### config.mk
export PLATFORM = sky130hd
export DESIGN_NAME = cmts_mod_unit
export DESIGN_NICKNAME = d
export VERILOG_FILES = /design/src/rtl/cmts_pkg.sv /design/src/rtl/cmts_mod_unit.sv
export SDC_FILE = /design/constraint.sdc
export NUM_CORES = 1
export LEC_CHECK = 0
export ABC_AREA = 1
export BUFFER_PORTS_ARGS = -buffer_cell sky130_fd_sc_hd__buf_2
export CORE_MARGIN = 4
export CORE_UTILIZATION = 58
export DETAILED_ROUTE_END_ITERATION = 10
export HOLD_SLACK_MARGIN = 0.02
export PLACE_DENSITY = 0.82
export SYNTH_ARGS = -nofsm -noshare
export SYNTH_HDL_FRONTEND = slang
export SYNTH_SLANG_ARGS = --single-unit
### constraint.sdc
create_clock -name clk -period 2.2 [get_ports clk]
set_clock_uncertainty 0.1 [all_clocks]
set_input_delay 0 -clock clk [delete_from_list [all_inputs] [get_ports clk]]
set_output_delay 0 -clock clk [all_outputs]
set_load 0.005 [all_outputs]
### src/rtl/cmts_pkg.sv
package cmts_pkg;

  localparam int INBOX_SLOTS  = 16;
  localparam int OUTBOX_SLOTS = 16;
  localparam int MAX_RESULTS  = 16;

  localparam int IB_IW  = (INBOX_SLOTS > 1) ? $clog2(INBOX_SLOTS) : 1;
  localparam int OB_IW  = (OUTBOX_SLOTS > 1) ? $clog2(OUTBOX_SLOTS) : 1;
  localparam int IDX_W  = (IB_IW > OB_IW) ? IB_IW : OB_IW;
  localparam int N_W    = $clog2(MAX_RESULTS + 1);

  localparam logic [IDX_W-1:0] IB_LAST = IDX_W'(INBOX_SLOTS - 1);
  localparam logic [IDX_W-1:0] OB_LAST = IDX_W'(OUTBOX_SLOTS - 1);
  localparam logic [N_W-1:0]   N_MAX   = N_W'(MAX_RESULTS);

  localparam logic [28:0] STD_ID_MAX = 29'h7FF;

  typedef enum logic [2:0] {
    REQ_ADD_IB  = 3'd0,
    REQ_ADD_OB  = 3'd1,
    REQ_WR_OB   = 3'd2,
    REQ_RX      = 3'd3,
    REQ_TICK    = 3'd4,
    REQ_READ_IB = 3'd5
  } req_e;

  typedef enum logic [1:0] {
    KIND_STATUS = 2'd0,
    KIND_TX     = 2'd1,
    KIND_INBOX  = 2'd2
  } kind_e;

  typedef enum logic [1:0] {
    ST_OK      = 2'd0,
    ST_NOMATCH = 2'd1,
    ST_FULL    = 2'd2
  } status_e;

  typedef enum logic [3:0] {
    S_IDLE, S_DECODE, S_SRCH, S_CMP, S_TOB, S_TOB2, S_TDIV, S_TPUSH,
    S_TIB, S_TIB2, S_FINAL
  } state_e;

  typedef struct packed {
    logic [2:0]  req_type;
    logic [28:0] can_id;
    logic [3:0]  byte_count;
    logic [63:0] payload;
    logic [31:0] time_value;
    logic [31:0] start_phase;
  } in_t;

  typedef struct packed {
    logic [1:0]  result_kind;
    logic [28:0] out_id;
    logic        extended;
    logic [3:0]  out_count;
    logic [63:0] out_data;
    logic [1:0]  status;
    logic        recent;
    logic        timed_out;
    logic        last;
  } out_t;

  // flags: [5] recent, [4] timed out, [3:0] byte count
  typedef struct packed {
    logic [28:0] id;
    logic [31:0] limit;
    logic [31:0] age;
    logic [5:0]  flags;
    logic [63:0] bytes;
  } ib_entry_t;

  typedef struct packed {
    logic [28:0] id;
    logic [31:0] period;
    logic [31:0] timer;
    logic [3:0]  len;
    logic [63:0] bytes;
  } ob_entry_t;

  typedef struct packed {
    logic        start;
    logic [31:0] num;
    logic [31:0] den;
  } div_req_t;

  typedef struct packed {
    logic        done;
    logic [31:0] rem;
  } div_rsp_t;

  function automatic logic [3:0] clamp_count(input logic [3:0] c);
    clamp_count = (c > 4'd8) ? 4'd0 : c;
  endfunction

  function automatic logic [63:0] keep_bytes(input logic [63:0] d, input logic [3:0] c);
    logic [63:0] m;
    m = '0;
    for (int k = 0; k < 8; k++) begin
      if (4'(k) < c) m[k*8 +: 8] = 8'hFF;
    end
    keep_bytes = d & m;
  endfunction

  function automatic logic [31:0] sat_add(input logic [31:0] a, input logic [31:0] b);
    logic [32:0] s;
    s = {1'b0, a} + {1'b0, b};
    sat_add = s[32] ? 32'hFFFF_FFFF : s[31:0];
  endfunction

endpackage

### src/rtl/cmts_mod_unit.sv
// restoring remainder, one quotient bit per cycle
module cmts_mod_unit (
  input  logic                clk,
  input  logic                rst_n,
  input  cmts_pkg::div_req_t  req,
  output cmts_pkg::div_rsp_t  rsp
);

  logic        busy_r, busy_nxt;
  logic        done_r, done_nxt;
  logic [5:0]  cnt_r, cnt_nxt;
  logic [32:0] rem_r, rem_nxt;
  logic [31:0] num_r, num_nxt;
  logic [31:0] den_r, den_nxt;
  logic [32:0] trial;

  always_comb begin
    busy_nxt = busy_r;
    done_nxt = 1'b0;
    cnt_nxt  = cnt_r;
    rem_nxt  = rem_r;
    num_nxt  = num_r;
    den_nxt  = den_r;
    trial    = {rem_r[31:0], num_r[31]};
    if (req.start) begin
      busy_nxt = 1'b1;
      cnt_nxt  = 6'd0;
      rem_nxt  = '0;
      num_nxt  = req.num;
      den_nxt  = req.den;
    end else if (busy_r) begin
      rem_nxt = (trial >= {1'b0, den_r}) ? trial - {1'b0, den_r} : trial;
      num_nxt = {num_r[30:0], 1'b0};
      cnt_nxt = cnt_r + 6'd1;
      if (cnt_r == 6'd31) begin
        busy_nxt = 1'b0;
        done_nxt = 1'b1;
      end
    end
  end

  always_ff @(posedge clk) begin
    if (!rst_n) begin
      busy_r <= 1'b0;
      done_r <= 1'b0;
      cnt_r  <= '0;
    end else begin
      busy_r <= busy_nxt;
      done_r <= done_nxt;
      cnt_r  <= cnt_nxt;
    end
    rem_r <= rem_nxt;
    num_r <= num_nxt;
    den_r <= den_nxt;
  end

  assign rsp.done = done_r;
  assign rsp.rem  = rem_r[31:0];

endmodule

### Word level (Yosys, flattened, before mapping)

Index checks and enable logic that the tools add are counted.
W data, S select, Z words.

* memory bits (read-only): 0
* bits in writable memories: 0
* register bits after elaboration: 104
* logic and storage cells: 22
* latch bits: 0
* input port bits: 67
* memories kept: 0

* bitwise operators: 2
* shift operators: 0
* mux-type cells: 7
* multipliers: 0
* reduce and logical (&&, ||, !) cells: 3
* divide/modulo/power cells: 0
* $lt $le $gt $ge: 1
* equality and inequality tests: 1
* $add $sub $neg: 2

Operators with widths (number)
* $mux W32: 3
* $ge A33 B32 Y1: 1
* $sub A32 B32 Y32: 1
* $add A6 B1 Y6 const B: 1
* $eq A6 B5 Y1 const B: 1
* $mux W1: 4
* $reduce_or A3 Y1: 1
* $not A1 Y1: 2
* $reduce_bool A2 Y1: 1
* $reduce_or A2 Y1: 1

### Longest topological paths before layout

Gate-level depths: netlist (run 1).

* depth after elaboration: 4
* depth in mapped cells: 16

### Worst setup path before layout (run 1)

No wires, ideal clock.

* path kind: register -> register
* start point: register num_r[31]
* end point: register rem_r[28]
* setup slack: 0.194 ns
* stages on the path, launching flop included: 15
* arrival: 1.793 ns
* library setup time: 0.113 ns
* data required time: 1.987 ns
* path buffers: 0
* clock period less this slack: 2.006 ns
* path through: edfxtp_1 > inv_1 > ha_1 > inv_1 > fa_1 > nand3_1 > nand3_1 > nand3_1 > nand3_1 > nand2_1 > nand3_1 > nand2_1 > nand2_1 > nand3_1 > nand2_1

* longest elaborated chain between the ends: 2

Ends and longest elaborated chain
* start, declared: line cmts_mod_unit.sv:13 `logic [31:0] num_r, num_nxt;`
* start signal, assigned: line cmts_mod_unit.sv:53 `num_r <= num_nxt;`
* $sub A32 B32 Y32 / $ge A33 B32 Y1 (equally long branches): line cmts_mod_unit.sv:32 `rem_nxt = (trial >= {1'b0, den_r}) ? trial - {1'b0, den_r} : trial;`
* $mux W32 *: line cmts_mod_unit.sv:32
* end signal, assigned: line cmts_mod_unit.sv:52 `rem_r <= rem_nxt;`
* end, declared: line cmts_mod_unit.sv:12 `logic [32:0] rem_r, rem_nxt;`

Mark *: on every way between the ends. The rest lies on a longest branch, timed or not.
A chain may end at the register's enable or synchronous reset.

### Final worst setup path (run 1)

* start point: register den_r[8]
* end point: register rem_r[0]

* longest elaborated chain between the ends: 2

Ends and longest elaborated chain
* start, declared: line cmts_mod_unit.sv:14 `logic [31:0] den_r, den_nxt;`
* start signal, assigned: line cmts_mod_unit.sv:54 `den_r <= den_nxt;`
* $ge A33 B32 Y1: line cmts_mod_unit.sv:32
* $mux W32: line cmts_mod_unit.sv:32

No other way between the ends.

==> results of run 1 <==
power by group:
part	total [mW]	internal, mW	switching (mW)
Clock	1.66	0.805	0.851
Sequential	2.25	2.20	0.0488
Combinational	0.860	0.391	0.469
Total	4.77	3.40	1.37
flip-flops by register name, indices dropped and copies added, names as in the netlist:
register / cells
rem_r: 32
num_r: 32
done_r: 1
cnt_r: 6
busy_r: 1
den_r: 32
per-layer routing:
layer	track usage	part of all wire	wire [um]	vias to the layer above
li1	-	-	-	3444
met1	0.390	0.39	8930	3314
met2	0.535	0.49	11300	393
met3	0.0668	0.078	1780	114
met4	0.123	0.043	976	0
met5	0	0	0	-
synthesized netlist by cell type, types with 2 or more instances:
cell / instances / area (sq um)
o21ai_0: 8 / 40.0
o21bai_1: 2 / 15.0
inv_1: 173 / 649
buf_4: 3 / 22.5
xnor2_1: 14 / 123
or2_2: 2 / 12.5
nand3_1: 75 / 375
o21ai_1: 16 / 80.1
nor2_2: 4 / 25.0
edfxtp_1: 64 / 1920
nand3_2: 3 / 30.0
buf_6: 5 / 56.3
and3_1: 3 / 18.8
nand2_2: 5 / 31.3
inv_2: 2 / 7.51
and2_1: 2 / 12.5
nand2_4: 2 / 22.5
clkbuf_1: 10 / 37.5
dfxtp_1: 40 / 801
nor2_1: 38 / 143
a21oi_1: 27 / 135
buf_2: 5 / 25.0
nand3b_1: 20 / 150
nor3_1: 9 / 45.0
nand4_1: 2 / 12.5
ha_1: 33 / 413
nand2_1: 391 / 1470
final timing paths:
| check | to | start | cells past startpoint |
|---|---|---|---|
| min reg2reg | rem_r[29]$_SDFFE_PP0P_ | rem_r[29]$_SDFFE_PP0P_ | 2 |
| min | den_r[11]$_DFFE_PP_ | req[64] | 2 |
| max reg2reg | rem_r[0]$_SDFFE_PP0P_ | den_r[8]$_DFFE_PP_ | 15 |
| max | rem_r[0]$_SDFFE_PP0P_ | den_r[8]$_DFFE_PP_ | 15 |
worst reg2reg max path, stage by stage (launching register included):
cell and delay [ps]:
edfxtp_1 340, inv_2 60, ha_4 320, nand2_4 80, nor2_4 130, nand2_2 80
nor2_4 130, nand3_2 80, nand3_2 90, nor2_4 50, buf_12 140, nand2_8 140
clkbuf_16 180, nand2_1 50, nand3_1 80, o21ai_1 80
timing repair:
item / 4_1_cts / 5_1_grt
setup buffers: 0 / 8
hold endpoints to repair: 69 / 0
resized for setup: 8 / 193
pin swaps: 1 / 46
gates cloned: 0 / 4
endpoints found under the setup margin: 24 / 32
hold buffers: 65 / 0
through the flow:
stage / hold slack [ps] / setup slack, ps / TNS (ps) / cell area [sq um] / util
after floorplan: -1.13 / 194 / 0 / 6730 / -
after global placement: 75.8 / -48.2 / -636 / 7770 / 0.684
after detailed placement: 78.1 / -122 / -529 / 7770 / 0.684
after CTS: 76.9 / 1.60 / 0 / 8750 / 0.769
after global routing: 85.7 / -132 / -2630 / 9760 / 0.858
final: 86.6 / -25.3 / -62.2 / 9760 / 0.859
logic make-up after synthesis:
| kind of cell | synth area share |
|---|---|
| and+or+nand+nor | 0.350 |
| buffers and inverters | 0.119 |
| DFF | 0.405 |
| AOI/OAI and AO/OA | 0.0424 |
| adders and majority gates | 0.0643 |
| xor gates and xnor gates | 0.0195 |
cell type report:
cell class | count | area (sq um) | share of cell area
multi-input combinational | 661 | 4030 | 0.413
inverter | 175 | 657 | 0.0673
antenna | 1 | 2.50 | 0.000256
clock buffer | 9 | 225 | 0.0231
sequential | 104 | 2730 | 0.279
clock inverter | 7 | 70.1 | 0.00718
tap | 143 | 179 | 0.0183
timing repair buffer | 237 | 1870 | 0.192
==> impl_metrics.yaml, run 1 <==
detailed_routing:
  wl_per_cell_um: 17.2
  drt.antenna.violating_nets: 0
  drt-initial-drc-count: 629
  vias: 7265
  viasPerCell: 5.43
  wl_mm: 23.0
  drc: 0
  first_pass_iters: 7
place:
  hpwlAfterDp_mm: 13.7
  gp_congestion: 0.984
  place_inst: 1243
  portBuffers: 99
layout:
  drive_above_1_share: 0.305
  final_common_cell: "nand2_1"
  syn2layout_area_growth_pct: 45.1
  final_cell_mix: "nand2_1 (329), inv_1 (150), buf_2 (99), dlygate4sd3_1 (65), edfxtp_1 (64)"
  n_fill_cell: 623
  fin_cells: 1337
  fin_nets: 1289
critical_path:
  start_kind: "flip-flop"
  rrSetupSlack_ps: -30
  end_kind: "flip-flop"
  crit_fanout: 6
  cp.arrival_ps: 2380
  cp_slowest_cell: "edfxtp_1"
  path_buf_inv: 3
  cp_top_family: "simple AND/OR/NAND/NOR gates"
  path_class: "flip-flop to flip-flop"
  path_cells: "inv_2, ha_4, nand2_4, nor2_4, nand2_2, nor2_4, nand3_2, nand3_2, nor2_4, buf_12, nand2_8, clkbuf_16, nand2_1, nand3_1, o21ai_1"
  max_stage_delay_ps: 340
  timing.critical_path.mode_cell: "nor2_4"
  cp.required_ps: 2350
status:
  violations: "setup timing"
  status: "complete, but fails checks"
clock_network:
  cts_buffer_depth: 2
  numClockSinks: 104
  numCtsBuffers: 9
  htree_levels: 3
  cts_root_buffer: "clkbuf_16"
  clkLatencyLatePin_ps: 380
  cts_tree: "yes"
  clkTransAtPathRegs_ps: 80
yosys:
  synth_edf_count: 64
  async_flop_share: 0
  syn-cell-area_sq_um: 6730
  ys_warn_count: 0
  syn-num-nets: 1064
  avgSynthCellArea_sq_um: 6.99
  synth_ff_type: "edfxtp_1"
  synth_cell_types: 32
  ys_ff_latch: 104
  seq_area_frac_synth: 0.405
  syn_inst: 963
timing:
  post-route-period-util: 1.01
  hold_viol: 0
  max_freq_ghz: 0.449
  fin_crit_ps: 2230
  rsz0062_at_grt: "yes"
  slew_headroom: 0.582
  tightest_slew_ps: 627
  setup_slack_ps: -25.3
  maxSlewViolCount: 0
  setup_violations: 5
die:
  initial_core_util: 0.592
  fp.dieW_um: 116
  design.core.area_sq_um: 11400
  fp.dieH_um: 116
  dieArea_sq_um: 13400
  pin_count: 100
  rows: 39
worst_hold_path:
  hold_path.class: "input port to flip-flop"
power:
  power.leakage_nw: 4.96
  ir_drop_uv: 633
  powerDensity_nw_per_um2: 488
  power.total_mw: 4.77
grt:
  grt_use_total: 0.314
  grt_pass1_vias: 6828
  antenna_found_initial: 0
  grt_max_degree: 48
  grt_pass1_wl_mm: 32.7
  overflow: 0
run:
  drv_cap: 0
Note: power is estimated with default switching activity, not from simulation.
==> run 2: changes to the inputs <==
--- a/config.mk
+++ b/config.mk
@@ -11,7 +11,7 @@
 export CORE_UTILIZATION = 58
 export DETAILED_ROUTE_END_ITERATION = 10
 export HOLD_SLACK_MARGIN = 0.02
-export PLACE_DENSITY = 0.82
+export PLACE_DENSITY_LB_ADDON = 0.12
 export SYNTH_ARGS = -nofsm -noshare
 export SYNTH_HDL_FRONTEND = slang
 export SYNTH_SLANG_ARGS = --single-unit
==> impl_metrics.yaml, run 2 (synthesis results as in run 1) <==
timing:
  post-route-period-util: 1.03
  rsz0062_at_grt: "yes"
  hold-worst-slack_ps: 241
  finalSetupTns_ps: -373
  max_freq_ghz: 0.439
  fin_crit_ps: 2280
  hold_viol: 0
  maxSlewViolCount: 0
  setup_violations: 16
  tightest_slew_ps: 604
  setup_slack_ps: -76.6
  slew_headroom: 0.597
die:
  fp.dieW_um: 116
  initial_core_util: 0.592
  rows: 39
  design.core.area_sq_um: 11400
  fp.dieH_um: 116
  pin_count: 100
  dieArea_sq_um: 13400
place:
  gp_congestion: 0.958
  hpwlAfterDp_mm: 13.6
  placed_area_sq_um: 7730
  place_ws_ps: -78.2
  place_inst: 1237
  portBuffers: 99
power:
  switching_share: 0.281
  power.total_mw: 4.68
  p_clk_frac: 0.353
  power.leakage_nw: 4.88
  seq_power_share: 0.481
  p_comb_frac: 0.167
  switchingPower_mw: 1.31
  internal_power_mw: 3.36
  powerDensity_nw_per_um2: 495
  ir_drop_uv: 688
worst_hold_path:
  hp-start: "req[1]"
  hold_path.class: "input port to flip-flop"
layout:
  fin_cells: 1327
  final_common_cell: "nand2_1"
  multiInputGateArea_sq_um: 3810
  syn2layout_area_growth_pct: 40.5
  n_antenna_cell: 0
  reg_top3: "den_r (32), num_r (32), rem_r (32)"
  drive_above_1_share: 0.257
  final_cell_mix: "nand2_1 (359), inv_1 (159), buf_2 (99), dlygate4sd3_1 (66), edfxtp_1 (64)"
  final_core_util: 0.832
  final_area_sq_um: 9450
  fin_nets: 1280
  n_fill_cell: 698
  regArea_sq_um: 2720
clock_network:
  cts_tree: "yes"
  numCtsBuffers: 9
  cts_root_buffer: "clkbuf_16"
  htree_levels: 3
  clkTransAtPathRegs_ps: 80
  clkLatencyLatePin_ps: 370
  cts_buffer_depth: 2
  numClockSinks: 104
detailed_routing:
  vias: 7055
  viasPerCell: 5.32
  wl_per_cell_um: 16.8
  drc: 0
  first_pass_iters: 5
  drt.antenna.violating_nets: 0
  drt-initial-drc-count: 544
  wl_mm: 22.3
critical_path:
  path_class: "flip-flop to flip-flop"
  start_kind: "flip-flop"
  crit_fanout: 10
  cp_top_family: "simple AND/OR/NAND/NOR gates"
  cp_slowest_cell: "edfxtp_1"
  cp.required_ps: 2350
  path_cells: "inv_2, ha_4, nand2_2, nand2_2, nand2_2, nand2_2, nand2_2, nand2_2, nand2_2, nand3_2, nor2_4, buf_12, clkbuf_16, nand3b_1, nand3_1, nand2_1"
  rr_startpoint: "den_r[18]$_DFFE_PP_"
  timing.critical_path.mode_cell: "nand2_2"
  path_buf_inv: 3
  rrSetupSlack_ps: -80
  cp-startpoint: "den_r[18]$_DFFE_PP_"
  max_stage_delay_ps: 410
  end_kind: "flip-flop"
  cp.arrival_ps: 2430
grt:
  overflow: 0
  grt_max_degree: 51
  antenna_found_initial: 0
  grt_pass1_wl_mm: 33.5
  grt_pass1_vias: 6829
  grt_use_total: 0.320
status:
  status: "complete, but fails checks"
  violations: "setup timing"
run:
  drv_cap: 0
## run 2: cell count changes in the layout (fill, tap and decap cells not counted), moves of 7 or more
cell,previous run,this run
nand2_1,329,359
nand2_2,56,36
nand2_4,12,2
inv_1,150,159
inv_2,25,16
nor2_4,9,2
## run 2: final timing paths
check / end / cells past startpoint
max: rem_r[25]$_SDFFE_PP0P_ / 16
min: den_r[1]$_DFFE_PP_ / 2
max reg2reg: rem_r[25]$_SDFFE_PP0P_ / 16
min reg2reg: cnt_r[1]$_SDFFE_PP0P_ / 2
## run 2: power by group through the flow
| stage | logic [mW] | registers [mW] | clock network (mW) |
|---|---|---|---|
| global placement | 0.549 | 2.27 | 0 |
| floorplan | 0.336 | 2.27 | 0 |
| finish | 0.780 | 2.25 | 1.65 |
| CTS | 0.667 | 2.23 | 1.65 |
| global route | 0.845 | 2.26 | 1.74 |
| detailed placement | 0.557 | 2.28 | 0 |
## run 2: area by class of cell
class | instances | area share
clock inverters | 7 | 0.00768
clock buffers | 9 | 0.0238
multi-input cells | 661 | 0.403
inverters | 175 | 0.0695
well taps | 143 | 0.0189
repair buffers | 228 | 0.189
flip-flops and latches | 104 | 0.288
## run 2: repair_timing
item / in CTS / in global routing
hold buffers: 66 / 0
setup buffers: 0 / 4
endpoints found under the hold margin: 76 / 0
gates resized for setup: 15 / 106
cloned: 0 / 4
setup endpoints to repair: 24 / 32
pin swaps: 1 / 37
## run 2: metal layers
metal  vias up  routed length [um]  GRT usage
met2       325               10600      0.536
met4         0                 869      0.129
met1      3223                9190      0.398
met3        79                1640     0.0794
li1       3428                   -          -
met5         -                   0          0
==> run 3: changes to the inputs <==
--- a/config.mk
+++ b/config.mk
@@ -11,7 +11,7 @@
 export CORE_UTILIZATION = 58
 export DETAILED_ROUTE_END_ITERATION = 10
 export HOLD_SLACK_MARGIN = 0.02
-export PLACE_DENSITY_LB_ADDON = 0.12
+export PLACE_DENSITY_LB_ADDON = 0.15
 export SYNTH_ARGS = -nofsm -noshare
 export SYNTH_HDL_FRONTEND = slang
 export SYNTH_SLANG_ARGS = --single-unit
==> impl_metrics.yaml, run 3 (synthesis results as in run 1) <==
layout:
  regArea_sq_um: 2730
  syn2layout_area_growth_pct: 42.2
  n_antenna_cell: 0
  fin_cells: 1327
  final_common_cell: "nand2_1"
  final_cell_mix: "nand2_1 (347), inv_1 (162), buf_2 (99), dlygate4sd3_1 (66), edfxtp_1 (64)"
  n_fill_cell: 697
  multiInputGateArea_sq_um: 3870
  final_area_sq_um: 9570
  reg_top3: "den_r (32), num_r (32), rem_r (32)"
  fin_nets: 1280
  drive_above_1_share: 0.268
die:
  initial_core_util: 0.592
  design.core.area_sq_um: 11400
  fp.dieW_um: 116
  dieArea_sq_um: 13400
  rows: 39
  pin_count: 100
  fp.dieH_um: 116
grt:
  grt_pass1_vias: 6736
  grt_use_total: 0.302
  antenna_found_initial: 0
  grt_pass1_wl_mm: 31.8
  grt_max_degree: 42
  overflow: 0
detailed_routing:
  vias: 6980
  first_pass_iters: 5
  drc: 0
  viasPerCell: 5.26
  drt.antenna.violating_nets: 0
  wl_per_cell_um: 16.1
  wl_mm: 21.4
  drt-initial-drc-count: 492
power:
  switching_share: 0.263
  seq_power_share: 0.461
  power.total_mw: 4.86
  power.leakage_nw: 4.89
  internal_power_mw: 3.58
  switchingPower_mw: 1.28
  ir_drop_uv: 725
  p_comb_frac: 0.165
  p_clk_frac: 0.374
  powerDensity_nw_per_um2: 508
critical_path:
  start_kind: "flip-flop"
  path_class: "flip-flop to flip-flop"
  path_cells: "inv_2, ha_4, nand2_1, nand2_1, inv_1, nand2_1, inv_1, nand2_1, nand2_1, nand3_2, nor2_4, buf_12, nand2_8, clkbuf_16, nand2_2, nand3_1, o21ai_1"
  rr_startpoint: "den_r[24]$_DFFE_PP_"
  timing.critical_path.mode_cell: "nand2_1"
  r2r-end: "rem_r[9]$_SDFFE_PP0P_"
  worstRegToRegCells: 17
  max_stage_delay_ps: 410
  cp_slowest_cell: "edfxtp_1"
  crit_fanout: 8
  cp.required_ps: 2400
  rrSetupSlack_ps: -60
  cp.arrival_ps: 2460
  end_kind: "flip-flop"
  cp-startpoint: "den_r[24]$_DFFE_PP_"
place:
  gp_congestion: 0.979
  hpwlAfterDp_mm: 13.3
  place_inst: 1227
  portBuffers: 99
  placed_area_sq_um: 7650
timing:
  slew_headroom: 0.529
  tightest_slew_ps: 706
  finalSetupTns_ps: -413
  maxSlewViolCount: 0
  setup_slack_ps: -61.9
  max_freq_ghz: 0.442
  post-route-period-util: 1.03
  hold_viol: 0
  fin_crit_ps: 2260
  hold-worst-slack_ps: 242
  setup_violations: 17
  rsz0062_at_grt: "yes"
clock_network:
  numClockSinks: 104
  clkLatencyLatePin_ps: 370
  cts_tree: "yes"
  cts_root_buffer: "clkbuf_16"
  cts_buffer_depth: 2
  clkTransAtPathRegs_ps: 80
  htree_levels: 3
  numCtsBuffers: 9
worst_hold_path:
  hp-start: "req[20]"
  hold_path_depth: 2
  hold_path.class: "input port to flip-flop"
  hold_end: "den_r[20]$_DFFE_PP_"
status:
  status: "complete, but fails checks"
  violations: "setup timing"
run:
  drv_cap: 0
## run 3: power groups by stage
stage / logic (mW) / registers [mW] / clock network (mW)
after global routing: 0.875 / 2.25 / 1.90
after detailed placement: 0.547 / 2.28 / 0
after global placement: 0.541 / 2.27 / 0
after floorplan: 0.336 / 2.27 / 0
after CTS: 0.650 / 2.23 / 1.82
final: 0.803 / 2.24 / 1.82
## run 3: cell type report
type                    instances  area share
clock buffers                   9      0.0235
well taps                     143      0.0187
multi-input cells             661       0.404
repair buffers                228       0.189
clock inverters                 7      0.0107
inverters                     175      0.0687
flip-flops and latches        104       0.285
## run 3: metrics by stage
stage | worst slack [ps] | utilization
6_report | -61.9 | 0.841
3_3_place_gp | -53.9 | 0.673
4_1_cts | -37.2 | 0.765
2_1_floorplan | 194 | -
3_5_place_dp | -193 | 0.673
5_1_grt | -163 | 0.841
## run 3: worst max path at each step
stage	end	slack [ps]	cells after the start
floorplan	rem_r[28]$_SDFFE_PP0P_	190	14
global placement	rem_r[16]$_SDFFE_PP0P_	-50	15
detailed placement	rem_r[16]$_SDFFE_PP0P_	-190	15
CTS	rem_r[16]$_SDFFE_PP0P_	-40	15
global route	rem_r[25]$_SDFFE_PP0P_	-160	17
finish	rem_r[9]$_SDFFE_PP0P_	-60	17
## run 3: critical path: cells and delay by family (launching register included)
family,cells,cell delay [ps]
AND/OR/NAND/NOR,10,800
buffers and inverters,5,530
AO/OA/AOI/OAI,1,110
flip-flops,1,410
adder cells (fa/ha/maj),1,220
## run 3: repair_timing
action | CTS | global route
pin swaps | 4 | 35
gates cloned | 0 | 6
gates resized for setup | 10 | 137
hold buffers | 66 | 0
endpoints found under the hold margin | 76 | 0
setup buffers | 2 | 10
setup endpoints to repair | 22 | 32
## run 3: routing by layer
| metal | global-route usage | routed length (um) | vias up |
|---|---|---|---|
| li1 | - | - | 3426 |
| met1 | 0.378 | 8710 | 3185 |
| met2 | 0.511 | 10200 | 301 |
| met3 | 0.0700 | 1620 | 68 |
| met4 | 0.111 | 867 | 0 |
| met5 | 0 | 0 | - |
